[src/sv/tsps_pkg.sv]
// constants, types and register map for the timed search pattern sequencer
// no dependencies; used by timed_search_pattern_sequencer_top and the testbench
package tsps_pkg;

    // timing base and limits
    localparam int TICKS_PER_SECOND = 20;
    localparam int ELAPSED_W        = 16;
    localparam int CYCLE_W          = 8;
    localparam int SPEED_W          = 11;
    localparam int RATE_W           = 12;
    localparam int PHASE_W          = 3;
    localparam int TPS_W            = $clog2(TICKS_PER_SECOND + 1);
    localparam int PROD_W           = CYCLE_W + TPS_W;
    localparam int SUM_W            = ((PROD_W > ELAPSED_W) ? PROD_W : ELAPSED_W) + 1;

    localparam logic [SPEED_W-1:0]   SPEED_MAX   = 11'd2000;
    localparam logic [SPEED_W-1:0]   RATE_MAX    = 11'd1500;
    localparam logic [ELAPSED_W-1:0] ELAPSED_MAX = 16'hFFFF;
    localparam logic [CYCLE_W-1:0]   CYCLE_MAX   = 8'hFF;

    // register reset values
    localparam logic [15:0]        FORWARD_TICKS_RST = 16'd80;
    localparam logic [15:0]        SPIN_TICKS_RST    = 16'd130;
    localparam logic [15:0]        SHORT_TURN_RST    = 16'd70;
    localparam logic [15:0]        LONG_TURN_RST     = 16'd140;
    localparam logic [SPEED_W-1:0] DRIVE_SPEED_RST   = 11'd650;
    localparam logic [SPEED_W-1:0] TURN_RATE_RST     = 11'd1000;

    // register indexes
    localparam int                 ADDR_W            = 5;
    localparam logic [2:0]         REG_SPIN_FIRST    = 3'd0;
    localparam logic [2:0]         REG_SKEW          = 3'd1;
    localparam logic [2:0]         REG_FORWARD_TICKS = 3'd2;
    localparam logic [2:0]         REG_SPIN_TICKS    = 3'd3;
    localparam logic [2:0]         REG_SHORT_TURN    = 3'd4;
    localparam logic [2:0]         REG_LONG_TURN     = 3'd5;
    localparam logic [2:0]         REG_DRIVE_SPEED   = 3'd6;
    localparam logic [2:0]         REG_TURN_RATE     = 3'd7;

    // skew codes, the unused code means no skew
    localparam logic [1:0] SKEW_NONE   = 2'b00;
    localparam logic [1:0] SKEW_RIGHT  = 2'b01;
    localparam logic [1:0] SKEW_UNUSED = 2'b10;
    localparam logic [1:0] SKEW_LEFT   = 2'b11;

    // reported phase codes
    localparam logic [PHASE_W-1:0] PH_CODE_SPIN  = 3'd0;
    localparam logic [PHASE_W-1:0] PH_CODE_START = 3'd1;
    localparam logic [PHASE_W-1:0] PH_CODE_FWD   = 3'd2;
    localparam logic [PHASE_W-1:0] PH_CODE_TA    = 3'd3;
    localparam logic [PHASE_W-1:0] PH_CODE_TB    = 3'd4;
    localparam logic [PHASE_W-1:0] PH_CODE_TC    = 3'd5;

    // pattern phase, one-hot
    typedef enum logic [5:0] {
        PH_SPIN  = 6'b000001,
        PH_START = 6'b000010,
        PH_FWD   = 6'b000100,
        PH_TA    = 6'b001000,
        PH_TB    = 6'b010000,
        PH_TC    = 6'b100000
    } t_phase;

endpackage

[src/sv/timed_search_pattern_sequencer_top.sv]
// timed search pattern sequencer: per-tick drive command generator
// depends on tsps_pkg for constants, register map and the phase type
//
// an accepted input item is held in the input register, then moves to the result
// register when that register is empty or being drained;
// throughput: one item per cycle while the receiver keeps draining, set by the
// single-pass update of phase, elapsed and cycle counters between them
// reset (synchronous, active low): registers to defaults, phase spin, counters 0
module timed_search_pattern_sequencer_top (
    input  logic                            i_clk,
    input  logic                            i_rst_n,
    // configuration port
    input  logic                            psel,
    input  logic                            penable,
    input  logic                            pwrite,
    input  logic [tsps_pkg::ADDR_W-1:0]     paddr,
    input  logic [31:0]                     pwdata,
    output logic [31:0]                     prdata,
    output logic                            pready,
    // tick input channel
    input  logic                            i_in_valid,
    output logic                            o_in_ready,
    input  logic                            i_marker_present,
    // drive command channel
    output logic                            o_out_valid,
    input  logic                            i_out_ready,
    output logic [tsps_pkg::SPEED_W-1:0]    o_linear_speed,
    output logic signed [tsps_pkg::RATE_W-1:0] o_angular_rate,
    output logic [tsps_pkg::PHASE_W-1:0]    o_phase_now
);

    // ------------------------------------------------------------------
    // configuration registers
    // ------------------------------------------------------------------
    logic                            r_spin_first;
    logic [1:0]                      r_skew;
    logic [15:0]                     r_forward_ticks;
    logic [15:0]                     r_spin_ticks;
    logic [15:0]                     r_short_turn;
    logic [15:0]                     r_long_turn;
    logic [tsps_pkg::SPEED_W-1:0]    r_drive_speed;
    logic [tsps_pkg::SPEED_W-1:0]    r_turn_rate;

    logic       cfg_wr;
    logic [2:0] cfg_idx;

    assign pready  = 1'b1;
    assign cfg_wr  = psel & penable & pwrite;
    assign cfg_idx = paddr[tsps_pkg::ADDR_W-1:2];

    always_ff @(posedge i_clk) begin
        if (!i_rst_n) begin
            r_spin_first    <= 1'b0;
            r_skew          <= tsps_pkg::SKEW_NONE;
            r_forward_ticks <= tsps_pkg::FORWARD_TICKS_RST;
            r_spin_ticks    <= tsps_pkg::SPIN_TICKS_RST;
            r_short_turn    <= tsps_pkg::SHORT_TURN_RST;
            r_long_turn     <= tsps_pkg::LONG_TURN_RST;
            r_drive_speed   <= tsps_pkg::DRIVE_SPEED_RST;
            r_turn_rate     <= tsps_pkg::TURN_RATE_RST;
        end else if (cfg_wr) begin
            case (cfg_idx)
                tsps_pkg::REG_SPIN_FIRST:    r_spin_first    <= pwdata[0];
                tsps_pkg::REG_SKEW:          r_skew          <= pwdata[1:0];
                tsps_pkg::REG_FORWARD_TICKS: r_forward_ticks <= pwdata[15:0];
                tsps_pkg::REG_SPIN_TICKS:    r_spin_ticks    <= pwdata[15:0];
                tsps_pkg::REG_SHORT_TURN:    r_short_turn    <= pwdata[15:0];
                tsps_pkg::REG_LONG_TURN:     r_long_turn     <= pwdata[15:0];
                tsps_pkg::REG_DRIVE_SPEED:   r_drive_speed   <= pwdata[tsps_pkg::SPEED_W-1:0];
                tsps_pkg::REG_TURN_RATE:     r_turn_rate     <= pwdata[tsps_pkg::SPEED_W-1:0];
                default: begin
                end
            endcase
        end
    end

    // read mux, register values zero-extended
    always_comb begin
        case (cfg_idx)
            tsps_pkg::REG_SPIN_FIRST:    prdata = {31'd0, r_spin_first};
            tsps_pkg::REG_SKEW:          prdata = {30'd0, r_skew};
            tsps_pkg::REG_FORWARD_TICKS: prdata = {16'd0, r_forward_ticks};
            tsps_pkg::REG_SPIN_TICKS:    prdata = {16'd0, r_spin_ticks};
            tsps_pkg::REG_SHORT_TURN:    prdata = {16'd0, r_short_turn};
            tsps_pkg::REG_LONG_TURN:     prdata = {16'd0, r_long_turn};
            tsps_pkg::REG_DRIVE_SPEED:   prdata = {21'd0, r_drive_speed};
            tsps_pkg::REG_TURN_RATE:     prdata = {21'd0, r_turn_rate};
            default:                     prdata = 32'd0;
        endcase
    end

    // ------------------------------------------------------------------
    // pipeline handshake: input register feeds result register
    // ------------------------------------------------------------------
    logic r_in_valid;
    logic r_in_marker;
    logic r_out_valid;
    logic advance;
    logic fire;

    // result register can load when empty or being drained
    assign advance    = ~r_out_valid | i_out_ready;
    assign o_in_ready = ~r_in_valid | advance;
    // an item moves from the input register to the result register
    assign fire       = r_in_valid & advance;

    always_ff @(posedge i_clk) begin
        if (!i_rst_n) begin
            r_in_valid <= 1'b0;
        end else if (o_in_ready) begin
            r_in_valid <= i_in_valid;
        end
    end

    always_ff @(posedge i_clk) begin
        if (o_in_ready && i_in_valid) begin
            r_in_marker <= i_marker_present;
        end
    end

    // ------------------------------------------------------------------
    // sequencer state
    // ------------------------------------------------------------------
    tsps_pkg::t_phase                    r_phase, n_phase;
    logic [tsps_pkg::ELAPSED_W-1:0]      r_elapsed, n_elapsed;
    logic [tsps_pkg::CYCLE_W-1:0]        r_cycle_count, n_cycle_count;

    logic [tsps_pkg::ELAPSED_W-1:0]      el_inc;
    logic [tsps_pkg::SPEED_W-1:0]        lin_clamped;
    logic [tsps_pkg::SPEED_W-1:0]        rate_clamped;
    logic signed [tsps_pkg::RATE_W-1:0]  ang_pos;
    logic signed [tsps_pkg::RATE_W-1:0]  ang_neg;
    logic                                skew_right;
    logic                                skewed;
    logic [tsps_pkg::PROD_W-1:0]         tc_extra;
    logic [tsps_pkg::SUM_W-1:0]          tc_sum;
    logic [tsps_pkg::ELAPSED_W-1:0]      tc_len;
    tsps_pkg::t_phase                    eff_phase;

    logic [tsps_pkg::SPEED_W-1:0]        n_lin;
    logic signed [tsps_pkg::RATE_W-1:0]  n_ang;
    logic [tsps_pkg::PHASE_W-1:0]        n_code;

    // saturating tick count
    assign el_inc = (r_elapsed != tsps_pkg::ELAPSED_MAX) ?
                    r_elapsed + 1'b1 : r_elapsed;

    // speed limits
    assign lin_clamped  = (r_drive_speed > tsps_pkg::SPEED_MAX) ?
                          tsps_pkg::SPEED_MAX : r_drive_speed;
    assign rate_clamped = (r_turn_rate > tsps_pkg::RATE_MAX) ?
                          tsps_pkg::RATE_MAX : r_turn_rate;
    assign ang_pos      = signed'({1'b0, rate_clamped});
    assign ang_neg      = -ang_pos;

    // skew decode, the unused code means no skew
    assign skew_right = (r_skew == tsps_pkg::SKEW_RIGHT);
    assign skewed     = (r_skew == tsps_pkg::SKEW_RIGHT) || (r_skew == tsps_pkg::SKEW_LEFT);

    // when skewed, turn c stretches one second per completed forward leg, saturating
    assign tc_extra = tsps_pkg::PROD_W'(r_cycle_count) *
                      tsps_pkg::PROD_W'(tsps_pkg::TICKS_PER_SECOND);
    assign tc_sum   = tsps_pkg::SUM_W'(r_short_turn) +
                      (skewed ? tsps_pkg::SUM_W'(tc_extra) : '0);
    assign tc_len   = (tc_sum > tsps_pkg::SUM_W'(tsps_pkg::ELAPSED_MAX)) ?
                      tsps_pkg::ELAPSED_MAX : tc_sum[tsps_pkg::ELAPSED_W-1:0];

    // spin phase with spin disabled behaves as the start phase
    assign eff_phase = ((r_phase == tsps_pkg::PH_SPIN) && !r_spin_first) ?
                       tsps_pkg::PH_START : r_phase;

    always_comb begin
        n_phase       = r_phase;
        n_elapsed     = el_inc;
        n_cycle_count = r_cycle_count;
        n_lin         = '0;
        n_ang         = '0;
        case (eff_phase)
            tsps_pkg::PH_SPIN:  n_code = tsps_pkg::PH_CODE_SPIN;
            tsps_pkg::PH_START: n_code = tsps_pkg::PH_CODE_START;
            tsps_pkg::PH_FWD:   n_code = tsps_pkg::PH_CODE_FWD;
            tsps_pkg::PH_TA:    n_code = tsps_pkg::PH_CODE_TA;
            tsps_pkg::PH_TB:    n_code = tsps_pkg::PH_CODE_TB;
            tsps_pkg::PH_TC:    n_code = tsps_pkg::PH_CODE_TC;
            default:            n_code = tsps_pkg::PH_CODE_START;
        endcase

        // marker present: stop, only the timer runs
        if (!r_in_marker) begin
            case (eff_phase)
                tsps_pkg::PH_SPIN: begin
                    n_ang = ang_pos;
                    if (el_inc >= r_spin_ticks) begin
                        n_phase   = tsps_pkg::PH_START;
                        n_elapsed = '0;
                    end
                end
                tsps_pkg::PH_FWD: begin
                    n_lin = lin_clamped;
                    if (el_inc >= r_forward_ticks) begin
                        n_phase   = tsps_pkg::PH_TA;
                        n_elapsed = '0;
                        if (r_cycle_count != tsps_pkg::CYCLE_MAX) begin
                            n_cycle_count = r_cycle_count + 1'b1;
                        end
                    end
                end
                tsps_pkg::PH_TA: begin
                    n_ang = skew_right ? ang_neg : ang_pos;
                    if (el_inc >= r_short_turn) begin
                        n_phase   = tsps_pkg::PH_TB;
                        n_elapsed = '0;
                    end
                end
                tsps_pkg::PH_TB: begin
                    n_ang = skew_right ? ang_pos : ang_neg;
                    if (el_inc >= r_long_turn) begin
                        n_phase   = tsps_pkg::PH_TC;
                        n_elapsed = '0;
                    end
                end
                tsps_pkg::PH_TC: begin
                    n_ang = skew_right ? ang_neg : ang_pos;
                    if (el_inc >= tc_len) begin
                        n_phase   = tsps_pkg::PH_FWD;
                        n_elapsed = '0;
                    end
                end
                default: begin
                    // start: one tick of forward drive
                    n_lin     = lin_clamped;
                    n_phase   = tsps_pkg::PH_FWD;
                    n_elapsed = '0;
                end
            endcase
        end
    end

    always_ff @(posedge i_clk) begin
        if (!i_rst_n) begin
            r_phase       <= tsps_pkg::PH_SPIN;
            r_elapsed     <= '0;
            r_cycle_count <= '0;
        end else if (fire) begin
            r_phase       <= n_phase;
            r_elapsed     <= n_elapsed;
            r_cycle_count <= n_cycle_count;
        end
    end

    // ------------------------------------------------------------------
    // result register
    // ------------------------------------------------------------------
    logic [tsps_pkg::SPEED_W-1:0]        r_lin;
    logic signed [tsps_pkg::RATE_W-1:0]  r_ang;
    logic [tsps_pkg::PHASE_W-1:0]        r_code;

    always_ff @(posedge i_clk) begin
        if (!i_rst_n) begin
            r_out_valid <= 1'b0;
        end else if (advance) begin
            r_out_valid <= r_in_valid;
        end
    end

    always_ff @(posedge i_clk) begin
        if (fire) begin
            r_lin  <= n_lin;
            r_ang  <= n_ang;
            r_code <= n_code;
        end
    end

    assign o_out_valid    = r_out_valid;
    assign o_linear_speed = r_lin;
    assign o_angular_rate = r_ang;
    assign o_phase_now    = r_code;

    // ------------------------------------------------------------------
    // assertions
    // ------------------------------------------------------------------
    // turning phases never drive forward
    a_turn_no_lin: assert property (@(posedge i_clk) disable iff (!i_rst_n)
        (o_out_valid && (o_phase_now == tsps_pkg::PH_CODE_TA ||
                         o_phase_now == tsps_pkg::PH_CODE_TB ||
                         o_phase_now == tsps_pkg::PH_CODE_TC))
        |-> (o_linear_speed == '0))
        else $error("linear speed nonzero during a turn");

    // a phase change always restarts the timer
    a_phase_clears: assert property (@(posedge i_clk) disable iff (!i_rst_n)
        (r_phase != $past(r_phase)) |-> (r_elapsed == '0))
        else $error("elapsed not cleared on phase change");

    // the cycle counter only counts up
    a_cycle_mono: assert property (@(posedge i_clk) disable iff (!i_rst_n)
        $past(i_rst_n) |-> (r_cycle_count >= $past(r_cycle_count)))
        else $error("cycle count decreased");

    // state moves only when an item passes to the result register
    a_state_hold: assert property (@(posedge i_clk) disable iff (!i_rst_n)
        ($past(i_rst_n) && !$past(fire)) |-> ($stable(r_phase) && $stable(r_elapsed)))
        else $error("state changed without an item");

endmodule

[config.mk]
export PLATFORM = sky130hd
export DESIGN_NAME = timed_search_pattern_sequencer_top
export DESIGN_NICKNAME = d
export VERILOG_FILES = /design/src/sv/tsps_pkg.sv /design/src/sv/timed_search_pattern_sequencer_top.sv
export SDC_FILE = /design/constraint.sdc
export NUM_CORES = 1
export LEC_CHECK = 0
export ABC_CLOCK_PERIOD_IN_PS = 9700
export BUFFER_PORTS_ARGS = -buffer_cell sky130_fd_sc_hd__buf_2
export CAP_MARGIN = 25
export CORE_MARGIN = 3
export CORE_UTILIZATION = 53
export DETAILED_ROUTE_END_ITERATION = 6
export MAX_ROUTING_LAYER = met4
export PLACE_DENSITY = 0.73
export RECOVER_POWER = 25
export SLEW_MARGIN = 20
export SYNTH_ARGS = -nofsm -noshare
export SYNTH_HDL_FRONTEND = slang
export SYNTH_SLANG_ARGS = --single-unit
export TNS_END_PERCENT = 10
[constraint.sdc]
create_clock -name i_clk -period 9.7 [get_ports i_clk]
set_input_delay 0.485 -clock i_clk [delete_from_list [all_inputs] [get_ports i_clk]]
set_output_delay 0.485 -clock i_clk [all_outputs]
set_load 0.01 [all_outputs]
* Word-level counts from Yosys, hierarchy flattened
Cells that the tools add are included.
** Storage, ports and cells
- Output and inout port bits :: 61
- Bits in registers :: 148
- Logic and storage cells :: 103
- Input bits :: 45
** Cells by class
- Muxes and demuxes :: 24
- Equal/unequal tests :: 22
- $lt $le $gt $ge :: 8
- $mul :: 1
- Reduce and logical (&&, ||, !) cells :: 18
- $add $sub $neg :: 4
- Bitwise gates (word level) :: 8
** Operator list (count)
- 32-bit one-hot mux with 8 select lines :: 1
- 16-bit 2-to-1 mux :: 8
- 16-bit >= comparator :: 5
- 16-bit one-hot mux with 5 select lines :: 1
- 6-bit 2-to-1 mux :: 6
- 12-bit one-hot mux with 3 select lines :: 1
- 6-bit one-hot mux with 5 select lines :: 1
- 12-bit 2-to-1 mux :: 2
- 11-bit > comparator, second input constant :: 2
- 11-bit 2-to-1 mux :: 2
- 16-bit by 13-bit adder with 17-bit output :: 1
- 17-bit by 16-bit > comparator with 1-bit output, second input constant :: 1
- 16-bit by 1-bit adder with 16-bit output, second input constant :: 1
- 16-bit != test, second input constant :: 1
- 2-bit AND reduction :: 8
- 3-bit one-hot mux with 5 select lines :: 1
- 13-bit 2-to-1 mux :: 1
- 3-bit equality test, second input constant :: 4
- 6-bit by 1-bit equality test with 1-bit output, second input constant :: 2
- 11-bit negation with 12-bit output :: 1
- 8-bit by 3-bit multiplier with 11-bit output, second input constant :: 1
- 2-bit != test, second input constant :: 5
- 8-bit by 1-bit adder with 8-bit output, second input constant :: 1
- 8-bit != test, second input constant :: 1
- other kinds (20) :: 27

* Longest topological paths before layout
- Depth after elaboration :: 10
- Mapped depth :: 25
- Depth with buffers taken out :: 24

* Worst setup path before layout
OpenSTA, ideal clock, no wires.
- Kind :: reg2reg
- Start point :: reg r_cycle_count[3] (netlist name)
- End point :: reg r_phase[3]
- Data arrival time :: 5.115 ns
- Cell stages (with the launch flop) :: 25
- Required time :: 9.577 ns
- Period minus slack after synthesis :: 5.239 ns
- Library setup time :: 0.123 ns
- Path slack :: 4.461 ns
- Path buffers :: 1
- Cells stage by stage :: dfxtp_1 -> ha_1 -> ha_1 -> fa_1 -> a21o_1 -> a21o_1 -> a21o_1 -> a21oi_1 -> xnor2_1 -> and2_1 -> ha_1 -> a21o_1 -> a2111oi_1 -> o31ai_1 -> and3_1 -> clkbuf_1 -> nor2_1 -> ha_1 -> nand4_1 -> nor2_1 -> o2111ai_1 -> a21oi_1 -> nor4_2 -> nor3_2 -> mux2_1
** Between the ends
- Cells in the longest elaborated chain, start to end :: 8
** RTL lines
- from (decl) :: line timed_search_pattern_sequencer_top.sv:126 : logic [tsps_pkg::CYCLE_W-1:0] r_cycle_count, n_cycle_count;
- from (signal assigned) :: line timed_search_pattern_sequencer_top.sv:247 : r_cycle_count <= n_cycle_count;
- 8-bit by 3-bit multiplier with 11-bit output * :: line timed_search_pattern_sequencer_top.sv:161 : assign tc_extra = tsps_pkg::PROD_W'(r_cycle_count) *
- 13-bit 2-to-1 mux * :: line timed_search_pattern_sequencer_top.sv:164 : (skewed ? tsps_pkg::SUM_W'(tc_extra) : '0);
- 16-bit by 13-bit adder with 17-bit output * :: line timed_search_pattern_sequencer_top.sv:163 : assign tc_sum = tsps_pkg::SUM_W'(r_short_turn) +
- 17-bit by 16-bit > comparator with 1-bit output :: line timed_search_pattern_sequencer_top.sv:165 : assign tc_len = (tc_sum > tsps_pkg::SUM_W'(tsps_pkg::ELAPSED_MAX)) ?
- 16-bit 2-to-1 mux * :: line timed_search_pattern_sequencer_top.sv:165
- 16-bit >= comparator * :: line timed_search_pattern_sequencer_top.sv:224 : if (el_inc >= tc_len) begin
- 2-bit != test (no source line) *
- 7-bit AND reduction (no source line) *
- to (signal assigned) :: line timed_search_pattern_sequencer_top.sv:241 : r_phase <= tsps_pkg::PH_SPIN;
- to (signal assigned) :: line timed_search_pattern_sequencer_top.sv:245 : r_phase <= n_phase;
- to (decl) :: line timed_search_pattern_sequencer_top.sv:124 : tsps_pkg::t_phase r_phase, n_phase;
Every way passes the cells marked *; elsewhere a longest branch is shown, timed or not.
A chain may end at the register's enable or synchronous reset.

* Final worst setup path
Same ends and word-level chain as after synthesis.

==> impl_summary.log <==
[metrics] leakage dissipation: 4.56 nW
[metrics] most used flip-flop cell after synthesis: sky130_fd_sc_hd__dfxtp_1
[metrics] share of post-route cells with drive strength above 1: 8.90%
[metrics] Post-synth EDFFs: 27
[metrics] max-slew violation count: 37
[metrics] top library cells by usage in the layout, fill and taps aside: sky130_fd_sc_hd__nand2_1 (243), sky130_fd_sc_hd__dfxtp_1 (121), sky130_fd_sc_hd__a21oi_1 (118), sky130_fd_sc_hd__ha_1 (106), sky130_fd_sc_hd__inv_1 (78)
[metrics] residual antenna-violating net count after detailed routing: 0
[metrics] area growth from synthesis to layout: 10.1%
[metrics] share of the clock period used by the worst path: 62.6%
[metrics] final worst clock skew: 0.00995 ns
[metrics] routed wl met2: 12,800 µm
[metrics] number of remaining DRC errors: 0
[metrics] cell area after technology mapping: 0.00996 mm²
[metrics] count of standard-cell rows: 49
[metrics] Chip Height: 143 µm
[metrics] detailed-router iteration count before antenna repair: 7
[metrics] clk sink count: 148
[metrics] wirelength, routed: 27,300 µm
[metrics] Power Density: 129 mW/mm²
[metrics] async set or reset register ratio after synthesis: 0%
[metrics] kind of critical path: reg2reg
[metrics] Arrival @ worst endpoint: 6.38 ns
[metrics] gate count after technology mapping: 1,251
[metrics] f_max: 165 MHz
[metrics] estimated wirelength of the detail-placed design: 19,900 µm
[metrics] maximum fanout encountered on the critical timing path: 14
[metrics] Starting Density: 54.7%
[metrics] final weighted congestion of routability-driven global placement: 0.943
[metrics] r2r startpoint: r_cycle_count[3]
[metrics] Worst setup startpoint: r_cycle_count[3]
[metrics] vias per cell: 5.84
[metrics] Num CTS Buffers: 17
[metrics] total I/O pin count: 106
[metrics] TritonCTS clock tree: yes
[metrics] horizontal die dimension: 143 µm
[metrics] Resized cells post-CTS: 0
[metrics] transition at the pin with the smallest max-transition slack: 1.81 ns
[metrics] peak supply drop: 0.131 mV
[metrics] RSZ-0062 raised after global routing: no
[metrics] Post-CTS Repair Setup Buffers: 0
[metrics] CORE AREA: 0.0182 mm²
[metrics] number of cells traversed by the worst hold path: 1
[metrics] Final Net Count: 1,454
[metrics] sink of the worst hold path: r_in_marker
[metrics] first-pass GRT wire length: 43,900 µm
[metrics] sequential share of the synthesized area: 32.5%
[metrics] pin count of the biggest net entering global routing: 84
[metrics] initial antenna violation count: 0
[metrics] #FFs+latches synth: 148
[metrics] overall die area: 0.0205 mm²
[metrics] maxcap violations: 1
[metrics] maximum number of buffers from clock root to sink: 2
[metrics] routed wire length per instance: 17.7 µm
[metrics] post-synth cell types: 74
[metrics] insertion delay of the later-clocked pin in the worst-skew pair: 0.43 ns
[metrics] number of placed cells counting well taps: 1,510
[metrics] DR iter-0 viols: 772
[metrics] IO Port Bufs: 70
[metrics] Met1 Routed Length: 12,100 µm
[metrics] top layer reached by signal wires: met4
[metrics] H-tree level count: 4
[metrics] Final min period: 6.07 ns
[metrics] routed wire length on met3: 1760 µm
[metrics] data required time of the critical path: 10.01 ns
[metrics] failing checks: capacitance limit, slew limit
[metrics] hold buffer count at cts: 0
[metrics] terminus of the critical flop-to-flop path: r_phase[3]
[metrics] ant diodes: 0
[metrics] clock transition at the registers of the reported paths: 0.06 ns
[metrics] reg-to-reg slack, setup: 3.63 ns
[metrics] overall track demand over capacity in global routing: 27.8%
[metrics] element type at the critical path end: register
[metrics] number of failing hold endpoints at the final stage: 0
[metrics] category of the worst setup path launch point: register
[metrics] global route total overflow: 0
[metrics] post-synthesis average cell area: 7.96 µm²
[metrics] startpoint of the most critical hold path: i_marker_present
[metrics] number of warnings issued by yosys: 0
[metrics] Final TNS setup: 0 ns
[metrics] max-slew headroom at the worst pin: -20.9%
[metrics] path class of the lowest-slack min-delay path: in2reg
[metrics] post-route non-filler standard cell count: 1,543
[metrics] setup violation total in the final timing report: 0
[metrics] run status: finished, violations left
[metrics] most frequent standard cell in the layout excluding fill and tap cells: sky130_fd_sc_hd__nand2_1
[metrics] vias in the first global route: 8,541
[metrics] Via Count: 9,017
[metrics] Worst Reg-to-Reg Cells: 24
[metrics] CTS Root Cell: sky130_fd_sc_hd__clkbuf_16
## metal layers
metal	up-vias	GRT usage (%)
li1	4441	-
met1	4184	35.8
met2	334	44.7
met3	58	4.59
met4	0	9.15
met5	-	-
## kinds of logic after synthesis
family | count (synthesis) | share of synthesized area (%)
and+or+nand+nor | 500 | 23.6
muxes | 40 | 4.27
buffers and inverters | 144 | 6.18
adders and majority gates | 108 | 13.7
xor gates and xnor gates | 37 | 3.25
other | 2 | 0.0754
AOI/OAI and AO/OA | 272 | 16.4
DFF | 148 | 32.5
## how the worst max path moves through the flow
stage / endpoint / slack, ns
3_3_place_gp: r_phase[3] / 3.78
5_1_grt: r_elapsed[11] / 3.19
3_5_place_dp: r_phase[3] / 3.66
2_1_floorplan: r_phase[3] / 4.46
4_1_cts: r_phase[3] / 3.65
6_report: r_phase[3] / 3.63
## power by group
group          internal [mW]  switching (mW)  leakage [nW]
Sequential             0.634         0.00669          1.24
Clock                  0.387           0.290         0.296
Combinational         0.0284          0.0680          3.02
## layout make-up
class                           instances  area [µm²]
Clock buffer                           17         425
Sequential cell                       148        3230
Timing Repair Buffer                   80         385
Inverter                               80         300
Fill cell                            1681        7250
Clock inverter                         15         169
Multi-Input combinational cell        974        6160
Tap cell                              229         287
## cell usage after synthesis (3+ instances only)
cell | count | share of area [%]
sky130_fd_sc_hd__nor2_1 | 72 | 2.7
sky130_fd_sc_hd__o21ai_1 | 3 | 0.15
sky130_fd_sc_hd__inv_1 | 79 | 3.0
sky130_fd_sc_hd__nor2b_1 | 10 | 0.63
sky130_fd_sc_hd__or2_2 | 6 | 0.38
sky130_fd_sc_hd__buf_1 | 5 | 0.19
sky130_fd_sc_hd__mux2_2 | 9 | 1.0
sky130_fd_sc_hd__and2_1 | 27 | 1.7
sky130_fd_sc_hd__xnor2_1 | 24 | 2.1
sky130_fd_sc_hd__mux2i_1 | 29 | 2.9
sky130_fd_sc_hd__nor3b_1 | 6 | 0.45
sky130_fd_sc_hd__a211oi_1 | 14 | 1.1
sky130_fd_sc_hd__buf_4 | 17 | 1.3
sky130_fd_sc_hd__nor3_2 | 7 | 0.70
sky130_fd_sc_hd__nor4_1 | 5 | 0.31
sky130_fd_sc_hd__nand3_1 | 45 | 2.3
sky130_fd_sc_hd__o22ai_1 | 7 | 0.44
sky130_fd_sc_hd__a22oi_1 | 6 | 0.45
sky130_fd_sc_hd__a221oi_1 | 4 | 0.35
sky130_fd_sc_hd__a21oi_1 | 118 | 5.9
sky130_fd_sc_hd__a21o_1 | 18 | 1.4
sky130_fd_sc_hd__o31ai_1 | 3 | 0.23
sky130_fd_sc_hd__ha_1 | 106 | 13
sky130_fd_sc_hd__nand2_1 | 243 | 9.2
sky130_fd_sc_hd__and3_1 | 7 | 0.44
sky130_fd_sc_hd__nand4_1 | 16 | 1.0
sky130_fd_sc_hd__dfxtp_1 | 121 | 24
sky130_fd_sc_hd__o211ai_1 | 15 | 1.1
sky130_fd_sc_hd__xor2_1 | 13 | 1.1
sky130_fd_sc_hd__nor3_1 | 26 | 1.3
sky130_fd_sc_hd__nand2b_1 | 13 | 0.82
sky130_fd_sc_hd__clkbuf_1 | 38 | 1.4
sky130_fd_sc_hd__a22o_1 | 3 | 0.26
sky130_fd_sc_hd__edfxtp_1 | 27 | 8.1
sky130_fd_sc_hd__a31oi_1 | 3 | 0.19
sky130_fd_sc_hd__o21ai_0 | 55 | 2.8
## state kept, by name, indices dropped and copies added, names as in the netlist
signal,flops
r_drive_speed,11
r_spin_ticks,16
r_in_marker,1
r_elapsed,16
r_forward_ticks,16
r_spin_first,1
r_short_turn,16
r_turn_rate,11
o_out_valid,1
o_phase_now,3
o_angular_rate,12
r_long_turn,16
r_phase,6
r_cycle_count,8
r_skew,2
o_linear_speed,11
r_in_valid,1
## per-stage QoR
stage | hold slack (ns) | power [mW] | setup WS [ns] | cell area [µm²] | util [%]
global route | 0.220 | 1.46 | 3.19 | 11000 | 60.2
finish | 0.236 | 1.41 | 3.63 | 11000 | 60.2
detailed placement | 0.448 | 0.749 | 3.66 | 10400 | 57.2
CTS | 0.226 | 1.42 | 3.65 | 11000 | 60.4
global placement | 0.443 | 0.748 | 3.78 | 10400 | 57.2
floorplan | 0.436 | 0.717 | 4.46 | 10000 | -
## worst max-delay path, stage by stage, from the launching register on
cell                        delay (ns)
sky130_fd_sc_hd__dfxtp_1          0.40
sky130_fd_sc_hd__ha_1             0.26
sky130_fd_sc_hd__ha_1             0.23
sky130_fd_sc_hd__fa_1             0.40
sky130_fd_sc_hd__a21o_1           0.19
sky130_fd_sc_hd__a21o_1           0.19
sky130_fd_sc_hd__a21o_1           0.17
sky130_fd_sc_hd__a21oi_1          0.16
sky130_fd_sc_hd__xnor2_1          0.07
sky130_fd_sc_hd__and2_1           0.17
sky130_fd_sc_hd__ha_1             0.34
sky130_fd_sc_hd__a21o_1           0.22
sky130_fd_sc_hd__a2111oi_1        0.44
sky130_fd_sc_hd__o31ai_1          0.23
sky130_fd_sc_hd__and3_1           0.38
sky130_fd_sc_hd__or2_2            0.34
sky130_fd_sc_hd__ha_1             0.27
sky130_fd_sc_hd__nor3b_1          0.18
sky130_fd_sc_hd__o21ai_0          0.11
sky130_fd_sc_hd__o211ai_1         0.10
sky130_fd_sc_hd__a21oi_1          0.10
sky130_fd_sc_hd__nor4_2           0.39
sky130_fd_sc_hd__nor3_2           0.09
sky130_fd_sc_hd__buf_4            0.22
sky130_fd_sc_hd__mux2_1           0.32
(Power assumes the default switching activity.)
